==> src/hw/rtl/u8u16_pkg.sv <==
// Shared types, codes and constants of the UTF-8 to UTF-16 decoder.
package u8u16_pkg;

  localparam int COUNT_WIDTH_DEF = 16;
  localparam int CFG_INDEX_W     = 1;
  localparam int CFG_DATA_W      = 16;
  localparam int UNIT_W          = 16;
  localparam int ACC_W           = 21;

  localparam logic [ACC_W-1:0]  SURR_OFFSET = 21'h10000;
  localparam logic [UNIT_W-1:0] HIGH_SURR   = 16'hD800;
  localparam logic [UNIT_W-1:0] LOW_SURR    = 16'hDC00;
  localparam logic [UNIT_W-1:0] TOTAL_MAX   = 16'hFFFF;
  localparam logic [10:0]       FOUR_LOW    = 11'h730;
  localparam logic [10:0]       FOUR_TOP    = 11'h400;
  localparam logic [10:0]       FOUR_HIGH   = 11'h330;

  typedef enum logic [1:0] {
    ST_OK       = 2'd0,
    ST_INVALID  = 2'd1,
    ST_OVERFLOW = 2'd2
  } status_t;

  typedef enum logic [CFG_INDEX_W-1:0] {
    REG_STRICT_MODE   = 1'b0,
    REG_DEST_CAPACITY = 1'b1
  } reg_index_t;

  typedef struct packed {
    logic [1:0]        n_units;
    logic [UNIT_W-1:0] unit0;
    logic [UNIT_W-1:0] unit1;
    logic              fin;
    status_t           status;
    logic [UNIT_W-1:0] total;
  } bundle_t;

  function automatic logic [1:0] result_count(bundle_t bd);
    return bd.n_units + {1'b0, bd.fin};
  endfunction

endpackage

==> src/hw/rtl/u8u16_if.sv <==
// Byte input and result output channel interfaces.
interface u8u16_in_if;
  logic       valid;
  logic       ready;
  logic [7:0] data_byte;
  logic       last_byte;

  modport source (output valid, output data_byte, output last_byte, input ready);
  modport sink   (input valid, input data_byte, input last_byte, output ready);
endinterface

interface u8u16_out_if;
  logic        valid;
  logic        ready;
  logic        is_final;
  logic [15:0] code_unit;
  logic [1:0]  status;
  logic [15:0] unit_total;
  logic        last_of_run;

  modport source (output valid, output is_final, output code_unit, output status,
                  output unit_total, output last_of_run, input ready);
  modport sink   (input valid, input is_final, input code_unit, input status,
                  input unit_total, input last_of_run, output ready);
endinterface

==> src/hw/rtl/u8u16_decode.sv <==
// Per-byte decode state, configuration registers and result bundle logic.
module u8u16_decode #(
  parameter int COUNT_WIDTH = u8u16_pkg::COUNT_WIDTH_DEF
) (
  input  logic                                 clk,
  input  logic                                 rst,
  input  logic                                 take,
  input  logic [7:0]                           data_byte,
  input  logic                                 last_byte,
  input  logic                                 cfg_we,
  input  logic [u8u16_pkg::CFG_INDEX_W-1:0]    cfg_index,
  input  logic [u8u16_pkg::CFG_DATA_W-1:0]     cfg_data,
  output u8u16_pkg::bundle_t                   bundle
);
  import u8u16_pkg::*;

  localparam int CMP_W = ((COUNT_WIDTH > 16) ? COUNT_WIDTH : 16) + 2;

  logic                   strict_mode;
  logic [15:0]            dest_capacity;
  logic [2:0]             trail_left, trail_left_next;
  logic [2:0]             seq_total, seq_total_next;
  logic [ACC_W-1:0]       code_accum, code_accum_next;
  logic                   form_ok, form_ok_next;
  logic [COUNT_WIDTH-1:0] unit_count, unit_count_next;
  logic                   swallow, swallow_next;
  status_t                fail_code, fail_code_next;

  logic                   fresh;
  logic                   dv;
  logic [1:0]             dk;
  logic [UNIT_W-1:0]      du0, du1;
  logic [10:0]            w;
  logic [19:0]            v;
  logic [CMP_W-1:0]       sum_ext;
  logic [CMP_W-1:0]       cnt_ext;
  logic                   is_trail;

  assign is_trail = (data_byte[7:6] == 2'b10);
  assign w        = {code_accum[2:0], data_byte};

  always_comb begin
    trail_left_next = trail_left;
    seq_total_next  = seq_total;
    code_accum_next = code_accum;
    form_ok_next    = form_ok;
    unit_count_next = unit_count;
    swallow_next    = swallow;
    fail_code_next  = fail_code;
    fresh           = 1'b0;
    dv              = 1'b0;
    dk              = 2'd0;
    du0             = '0;
    du1             = '0;
    v               = '0;
    sum_ext         = '0;
    cnt_ext         = '0;
    bundle          = '0;
    bundle.status   = ST_OK;

    if (!swallow) begin
      if (trail_left != 3'd0) begin
        if (is_trail) begin
          if (trail_left == seq_total) begin
            if (seq_total == 3'd2) begin
              if (code_accum[3:0] == 4'd0 && !data_byte[5]) form_ok_next = 1'b0;
            end else if (seq_total == 3'd3) begin
              if ((w & FOUR_LOW) == 11'd0 ||
                  ((w & FOUR_TOP) != 11'd0 && (w & FOUR_HIGH) != 11'd0)) begin
                form_ok_next = 1'b0;
              end
            end
          end
          if (trail_left == seq_total && !form_ok_next && strict_mode) begin
            swallow_next    = 1'b1;
            fail_code_next  = ST_INVALID;
            trail_left_next = 3'd0;
          end else begin
            code_accum_next = {code_accum[ACC_W-7:0], data_byte[5:0]};
            trail_left_next = trail_left - 3'd1;
            if (trail_left_next == 3'd0 && form_ok_next) begin
              dv = 1'b1;
              if (seq_total == 3'd3) begin
                v   = 20'(code_accum_next - SURR_OFFSET);
                dk  = 2'd2;
                du0 = UNIT_W'(v[19:10]) + HIGH_SURR;
                du1 = UNIT_W'(v[9:0]) + LOW_SURR;
              end else begin
                dk  = 2'd1;
                du0 = code_accum_next[UNIT_W-1:0];
              end
            end
          end
        end else if (strict_mode) begin
          swallow_next    = 1'b1;
          fail_code_next  = ST_INVALID;
          trail_left_next = 3'd0;
        end else begin
          trail_left_next = 3'd0;
          fresh           = 1'b1;
        end
      end else begin
        fresh = 1'b1;
      end

      if (fresh) begin
        if (!data_byte[7]) begin
          dv  = 1'b1;
          dk  = 2'd1;
          du0 = UNIT_W'(data_byte);
        end else if (is_trail) begin
          if (strict_mode) begin
            swallow_next    = 1'b1;
            fail_code_next  = ST_INVALID;
            trail_left_next = 3'd0;
          end
        end else begin
          unique casez (data_byte)
            8'b110?????: seq_total_next = 3'd1;
            8'b1110????: seq_total_next = 3'd2;
            8'b11110???: seq_total_next = 3'd3;
            8'b111110??: seq_total_next = 3'd4;
            8'b1111110?: seq_total_next = 3'd5;
            8'b11111110: seq_total_next = 3'd6;
            default:     seq_total_next = 3'd7;
          endcase
          trail_left_next = seq_total_next;
          code_accum_next = ACC_W'(data_byte & (8'h3F >> seq_total_next));
          if (seq_total_next == 3'd1) form_ok_next = (code_accum_next[4:1] != 4'd0);
          else                        form_ok_next = (seq_total_next <= 3'd3);
          if (!form_ok_next && strict_mode) begin
            swallow_next    = 1'b1;
            fail_code_next  = ST_INVALID;
            trail_left_next = 3'd0;
          end
        end
      end

      if (dv) begin
        sum_ext = CMP_W'(unit_count) + CMP_W'(dk);
        if (dest_capacity != 16'd0 && sum_ext > CMP_W'(dest_capacity)) begin
          swallow_next    = 1'b1;
          fail_code_next  = ST_OVERFLOW;
          trail_left_next = 3'd0;
        end else begin
          if (dest_capacity != 16'd0) begin
            bundle.n_units = dk;
            bundle.unit0   = du0;
            bundle.unit1   = du1;
          end
          unit_count_next = (sum_ext > CMP_W'({COUNT_WIDTH{1'b1}})) ?
                            {COUNT_WIDTH{1'b1}} : sum_ext[COUNT_WIDTH-1:0];
        end
      end
    end

    if (last_byte) begin
      if (!swallow_next && trail_left_next != 3'd0 && strict_mode) begin
        fail_code_next = ST_INVALID;
      end
      cnt_ext       = CMP_W'(unit_count_next);
      bundle.fin    = 1'b1;
      bundle.status = fail_code_next;
      if (fail_code_next != ST_OK)             bundle.total = '0;
      else if (cnt_ext > CMP_W'(TOTAL_MAX))    bundle.total = TOTAL_MAX;
      else                                     bundle.total = cnt_ext[UNIT_W-1:0];
      trail_left_next = '0;
      seq_total_next  = '0;
      code_accum_next = '0;
      form_ok_next    = 1'b0;
      unit_count_next = '0;
      swallow_next    = 1'b0;
      fail_code_next  = ST_OK;
    end
  end

  always_ff @(posedge clk) begin
    if (rst) begin
      strict_mode   <= 1'b0;
      dest_capacity <= '0;
    end else if (cfg_we) begin
      unique case (cfg_index)
        REG_STRICT_MODE:   strict_mode   <= cfg_data[0];
        REG_DEST_CAPACITY: dest_capacity <= cfg_data[15:0];
        default: ;
      endcase
    end
  end

  always_ff @(posedge clk) begin
    if (rst) begin
      trail_left <= '0;
      seq_total  <= '0;
      code_accum <= '0;
      form_ok    <= 1'b0;
      unit_count <= '0;
      swallow    <= 1'b0;
      fail_code  <= ST_OK;
    end else if (take) begin
      trail_left <= trail_left_next;
      seq_total  <= seq_total_next;
      code_accum <= code_accum_next;
      form_ok    <= form_ok_next;
      unit_count <= unit_count_next;
      swallow    <= swallow_next;
      fail_code  <= fail_code_next;
    end
  end

endmodule

==> src/hw/rtl/u8u16_emit.sv <==
// Two-slot result bundle queue that sends one result per transaction.
module u8u16_emit (
  input  logic               clk,
  input  logic               rst,
  input  logic               take,
  input  u8u16_pkg::bundle_t bundle,
  output logic               take_ready,
  u8u16_out_if.source        out
);
  import u8u16_pkg::*;

  bundle_t    slot_a, slot_b;
  logic       a_valid, b_valid;
  logic [1:0] idx;
  logic       push, b_last, b_done, b_free;

  assign push       = take && (result_count(bundle) != 2'd0);
  assign b_last     = (idx == result_count(slot_b) - 2'd1);
  assign b_done     = b_valid && out.ready && b_last;
  assign b_free     = !b_valid || b_done;
  assign take_ready = !a_valid || b_free;

  assign out.valid       = b_valid;
  assign out.is_final    = (idx >= slot_b.n_units);
  assign out.code_unit   = (idx >= slot_b.n_units) ? '0 :
                           ((idx == 2'd0) ? slot_b.unit0 : slot_b.unit1);
  assign out.status      = (idx >= slot_b.n_units) ? slot_b.status : ST_OK;
  assign out.unit_total  = (idx >= slot_b.n_units) ? slot_b.total : '0;
  assign out.last_of_run = b_last;

  always_ff @(posedge clk) begin
    if (rst) begin
      a_valid <= 1'b0;
      b_valid <= 1'b0;
      idx     <= '0;
    end else if (b_free) begin
      idx <= '0;
      if (a_valid) begin
        b_valid <= 1'b1;
        a_valid <= push;
      end else begin
        b_valid <= push;
      end
    end else begin
      if (push) a_valid <= 1'b1;
      if (out.ready) idx <= idx + 2'd1;
    end
  end

  always_ff @(posedge clk) begin
    if (b_free) begin
      if (a_valid) begin
        slot_b <= slot_a;
        if (push) slot_a <= bundle;
      end else if (push) begin
        slot_b <= bundle;
      end
    end else if (push) begin
      slot_a <= bundle;
    end
  end

endmodule

==> src/hw/rtl/utf8_to_utf16_decoder_unit.sv <==
// Top level of the UTF-8 to UTF-16 decoder.
//
//   channel   direction  payload
//   byte_in   sink       data_byte, last_byte
//   unit_out  source     is_final, code_unit, status, unit_total, last_of_run
//   cfg       write      cfg_we, cfg_index, cfg_data
//
// A byte is decoded in the cycle it is accepted; its results appear one per
// cycle while unit_out is ready. A byte gives zero to three results, so the
// sustained rate, with no stall, is one byte per cycle, or one per result
// where a byte gives more than one; the single-result output port sets that
// figure. A two-bundle queue lets a new byte enter while a result is stalled.
// Reset is synchronous and clears all decode state and the queue.
module utf8_to_utf16_decoder_unit #(
  parameter int COUNT_WIDTH = u8u16_pkg::COUNT_WIDTH_DEF
) (
  input  logic                              clk,
  input  logic                              rst,
  u8u16_in_if.sink                          byte_in,
  u8u16_out_if.source                       unit_out,
  input  logic                              cfg_we,
  input  logic [u8u16_pkg::CFG_INDEX_W-1:0] cfg_index,
  input  logic [u8u16_pkg::CFG_DATA_W-1:0]  cfg_data
);
  import u8u16_pkg::*;

  bundle_t bundle;
  logic    take;
  logic    take_ready;

  assign byte_in.ready = take_ready;
  assign take          = byte_in.valid && take_ready;

  u8u16_decode #(.COUNT_WIDTH(COUNT_WIDTH)) u_decode (
    .clk       (clk),
    .rst       (rst),
    .take      (take),
    .data_byte (byte_in.data_byte),
    .last_byte (byte_in.last_byte),
    .cfg_we    (cfg_we),
    .cfg_index (cfg_index),
    .cfg_data  (cfg_data),
    .bundle    (bundle)
  );

  u8u16_emit u_emit (
    .clk        (clk),
    .rst        (rst),
    .take       (take),
    .bundle     (bundle),
    .take_ready (take_ready),
    .out        (unit_out)
  );

endmodule

==> src/flat_wrapper.sv <==
// flat-port wrapper written by rule: the top's interface ports become plain ports
module utf8_to_utf16_decoder_unit_flat import u8u16_pkg::*;
#(
  parameter int COUNT_WIDTH = u8u16_pkg::COUNT_WIDTH_DEF
)
  (clk, rst, cfg_we, cfg_index, cfg_data, byte_in_valid, byte_in_data_byte, byte_in_last_byte, byte_in_ready, unit_out_valid, unit_out_is_final, unit_out_code_unit, unit_out_status, unit_out_unit_total, unit_out_last_of_run, unit_out_ready);
  u8u16_in_if byte_in_i ();
  u8u16_out_if unit_out_i ();
  input  logic clk;
  input  logic rst;
  input  logic cfg_we;
  input  logic [u8u16_pkg::CFG_INDEX_W-1:0] cfg_index;
  input  logic [u8u16_pkg::CFG_DATA_W-1:0] cfg_data;
  input wire logic [$bits(byte_in_i.valid)-1:0] byte_in_valid;
  input wire logic [$bits(byte_in_i.data_byte)-1:0] byte_in_data_byte;
  input wire logic [$bits(byte_in_i.last_byte)-1:0] byte_in_last_byte;
  output wire logic [$bits(byte_in_i.ready)-1:0] byte_in_ready;
  output wire logic [$bits(unit_out_i.valid)-1:0] unit_out_valid;
  output wire logic [$bits(unit_out_i.is_final)-1:0] unit_out_is_final;
  output wire logic [$bits(unit_out_i.code_unit)-1:0] unit_out_code_unit;
  output wire logic [$bits(unit_out_i.status)-1:0] unit_out_status;
  output wire logic [$bits(unit_out_i.unit_total)-1:0] unit_out_unit_total;
  output wire logic [$bits(unit_out_i.last_of_run)-1:0] unit_out_last_of_run;
  input wire logic [$bits(unit_out_i.ready)-1:0] unit_out_ready;
  assign byte_in_i.valid = byte_in_valid;
  assign byte_in_i.data_byte = byte_in_data_byte;
  assign byte_in_i.last_byte = byte_in_last_byte;
  assign byte_in_ready = byte_in_i.ready;
  assign unit_out_valid = unit_out_i.valid;
  assign unit_out_is_final = unit_out_i.is_final;
  assign unit_out_code_unit = unit_out_i.code_unit;
  assign unit_out_status = unit_out_i.status;
  assign unit_out_unit_total = unit_out_i.unit_total;
  assign unit_out_last_of_run = unit_out_i.last_of_run;
  assign unit_out_i.ready = unit_out_ready;
  utf8_to_utf16_decoder_unit #(.COUNT_WIDTH(COUNT_WIDTH)) u_core (.clk(clk), .rst(rst), .byte_in(byte_in_i), .unit_out(unit_out_i), .cfg_we(cfg_we), .cfg_index(cfg_index), .cfg_data(cfg_data));
endmodule
==> config.mk <==
export PLATFORM = sky130hd
export DESIGN_NAME = utf8_to_utf16_decoder_unit_flat
export DESIGN_NICKNAME = d
export VERILOG_FILES = /design/src/hw/rtl/u8u16_pkg.sv /design/src/hw/rtl/u8u16_if.sv /design/src/hw/rtl/u8u16_decode.sv /design/src/hw/rtl/u8u16_emit.sv /design/src/hw/rtl/utf8_to_utf16_decoder_unit.sv /design/src/flat_wrapper.sv
export SDC_FILE = /design/constraint.sdc
export NUM_CORES = 1
export LEC_CHECK = 0
export ABC_AREA = 0
export BUFFER_PORTS_ARGS = -buffer_cell sky130_fd_sc_hd__buf_2
export CAP_MARGIN = 20
export CORE_ASPECT_RATIO = 2
export CORE_MARGIN = 2
export CORE_UTILIZATION = 30
export DETAILED_ROUTE_END_ITERATION = 12
export PLACE_DENSITY = 0.54
export SETUP_SLACK_MARGIN = 0.4
export SYNTH_ARGS = -nofsm -noshare
export SYNTH_HDL_FRONTEND = slang
export SYNTH_SLANG_ARGS = --single-unit
==> constraint.sdc <==
create_clock -name clk -period 9.13 [get_ports clk]
set_input_delay 2.2825 -clock clk [delete_from_list [all_inputs] [get_ports clk]]
set_output_delay 2.2825 -clock clk [all_outputs]
set_load 0.01 [all_outputs]
==> run metrics <==
initial antenna violation count=1; CP max FO=11; fmax=roughly 120 MHz; CTS Buffer Depth=2; CP startpoint kind=input port; Async S/R FF share, synth=0%; Yosys reg bits=between 150 and 200; CTS H-tree depth=4; power per cell area=197 nW/um^2; Avg Inst Size Synth=between 9 and 10 um^2; Top FF cell, synth=edfxtp_1; Worst R2R Start=u_core.u_decode.code_accum[0]$_SDFFE_PP0P_; Cell variety after synth=75; Yosys warning count=0; Worst slew margin=around 32%; Clock Sinks=157; sequential area share after synthesis=48.0%; Final Max Slew Viols=0; Worst Setup Path Type=in2reg; P&R area growth vs syn=15.5%; ANT nets after route=0; drt first pass iters=5; worst hold path depth=2; number of vias in the routed layout=roughly 6,600; run status=finished, final reports clean; WL/cell=around 18 um; WL final=23,100 um; Die ar.=29,900 um^2; Via density=roughly 5.1; Total Nets Final=986; Total Routing Usage GR=between 10% and 20%; port bufs=slightly below 70; Worst EP required=between 9 and 10 ns; Peak VDD IR=0.0000950 V; I/O pins=roughly 70; via count of the first global-routing pass=6,638; Die Wd=~120 um; most frequent cell after synthesis=nor2_1; Mapped Area=roughly 8500 um^2; Rows=between 80 and 90; Synth top area share=between 30% and 40%; pre-CTS setup slack=0.412 ns; Root Buffer=clkbuf_16; endpoints failing setup=0; Lkg Pwr=between 0.003 and 0.004 uW; Setup crit end kind=flip-flop; Syn Inst Count=874; r2r worst-path depth=19; GPL Wtd Cong=just under 0.9; Critical Path Start=byte_in_data_byte[5]; Post-synth top cells=nor2_1, nand2_1, edfxtp_1; clk_lat worst skew=around 0.43 ns; post-DP HPWL=about 17,000 um; Final Hold Vio Count=0; DRT iter0 DRCs=around 320; starting density of the core=between 30% and 40%; total core area=between 20,000 and 30,000 um^2; r2r endpoint=u_core.u_emit.slot_b[42]$_DFFE_PP_; gr ovfl total=0; number of max-cap violations=0; EDFF count, synth=between 90 and 100; n_diodes=0; Clock Skew=~0.022 ns; Worst Hold Class=reg2reg; actual slew at the worst max-slew pin=1.02 ns; Worst Hold End=u_core.u_decode.dest_capacity[13]$_SDFFE_PP0P_; unrepaired setup endpoints after global routing=false; Num CTS Buffers=17; Clock transition at path regs=~0.06 ns; CTS tree=built; Synth area leaders=edfxtp_1, dfxtp_1, nor2_1, nand2_1, ha_1; post-route DRC violation count=0; first-pass GRT wire length=36,800 um; setup_tns=0 ns; Tcrit/Tclk final=around 89%; layout cells sized above 1=about 18%; largest net degree at the start of global routing=56; Worst EP arrival=about 8.4 ns; hold_buf cts=0; crit path time final=~8.1 ns; Fillers=~2,900; Hold Path Origin=u_core.u_decode.dest_capacity[13]$_SDFFE_PP0P_; r2r setup slk=~2.6 ns; Die Ht=about 240 um; largest area contributor in the netlist=edfxtp_1; syn nets=933; Worst Slack Setup Final=~1.0 ns
-- registers in the layout (all words and copies together) (netlist names) --
register,cells
u_core.u_emit.slot_b,48
u_core.u_decode.unit_count,16
u_core.u_decode.seq_total,3
u_core.u_decode.code_accum,14
u_core.u_emit.idx,2
u_core.u_emit.out.valid,1
u_core.u_decode.swallow,1
u_core.u_emit.slot_a,48
u_core.u_decode.fail_code,2
u_core.u_emit.a_valid,1
u_core.u_decode.form_ok,1
u_core.u_decode.trail_left,3
u_core.u_decode.strict_mode,1
u_core.u_decode.dest_capacity,16
-- per-layer routing --
layer	share of wire (%)	global-route usage, %
met3	2.9	2.63
met2	56	30.2
met1	38	17.1
met5	0.056	0
met4	2.8	6.65
-- layout make-up --
| cell class | count | area [um^2] | share of cell area (%) |
|---|---|---|---|
| Inverter | 41 | 154 | 1.56 |
| Multi-Input combinational cell | 629 | 4130 | 41.8 |
| Clock buffer | 24 | 493 | 5.00 |
| Sequential cell | 157 | 4110 | 41.6 |
| Tap cell | 356 | 445 | 4.51 |
| Timing Repair Buffer | 81 | 463 | 4.69 |
| Clock inverter | 8 | 80.1 | 0.812 |
-- worst max-delay path by stage --
| stage | end | slack (ns) | depth (start not counted) |
|---|---|---|---|
| 2_1_floorplan | u_core.u_emit.slot_b[0]$_DFFE_PP_ | 0.43 | 21 |
| 4_1_cts | u_core.u_emit.slot_b[3]$_DFFE_PP_ | 0.85 | 20 |
| 3_3_place_gp | u_core.u_emit.slot_a[6]$_DFFE_PP_ | 0.63 | 21 |
| 3_5_place_dp | u_core.u_emit.slot_a[6]$_DFFE_PP_ | 0.41 | 21 |
| 6_report | u_core.u_emit.slot_b[42]$_DFFE_PP_ | 1.05 | 20 |
| 5_1_grt | u_core.u_emit.slot_b[3]$_DFFE_PP_ | 0.69 | 20 |
-- kinds of logic (layout without fill, tap and decap cells) --
kind of cell               count (synthesis)  in the layout  synth area share [%]
AOI/OAI and AO/OA                        177            177                  14.7
muxes                                     49             49                  6.11
DFF                                      157            157                  48.0
adders and majority gates                 28             28                  4.19
and+or+nand+nor                          349            349                  20.2
xor gates and xnor gates                  26             26                  2.67
buffers and inverters                     88            154                  4.13
-- critical path, cell delays in order --
cell and delay [ns]:
buf_2 0.18, nor4_4 0.27, o32ai_1 0.15, o21ai_1 0.34, and2_1 0.22, a31o_2 0.29, ha_1 0.21, inv_1 0.06
fa_1 0.52, nor4_4 0.54, and3_1 0.27, xor2_1 0.16, ha_1 0.27, a211o_1 0.28, nor4_1 0.35, a211oi_2 0.21
or4b_1 0.77, or3_4 0.56, a211oi_2 0.27, mux2_2 0.19
-- power breakdown --
group,switching [uW],total (uW),internal (uW)
logic,237,378,141
clock network,283,690,407
registers,36.6,878,842
-- timing repair --
| action | CTS | global route |
|---|---|---|
| resized for setup | 0 | 2 |
| setup endpoints to repair | 0 | 6 |
| setup buffers | 0 | 0 |
-- stage by stage --
step | utilization, % | total power [uW] | instance area [um^2] | instances | hold slack [ns]
floorplan | - | 1130 | 8550 | 874 | 0.449
global placement | 33.0 | 1270 | 9280 | 1264 | 0.460
detailed placement | 33.0 | 1270 | 9280 | 1264 | 0.465
CTS | 35.1 | 1970 | 9850 | 1296 | 0.475
global route | 35.1 | 2050 | 9870 | 1296 | 0.500
finish | 35.1 | 1950 | 9870 | 1296 | 0.475
-- cell usage in the layout, fill, tap and decap left out, drive strengths merged, types with 19 or more instances in the layout --
master	count
a21oi	54
edfxtp	96
nor2	102
o31ai	19
mux2i	24
buf	81
o21ai	23
nand2	99
clkbuf	24
mux2	25
ha	27
and2	36
dfxtp	61
inv	44
nor3	27
No activity file was read; power rests on OpenSTA's default activity.
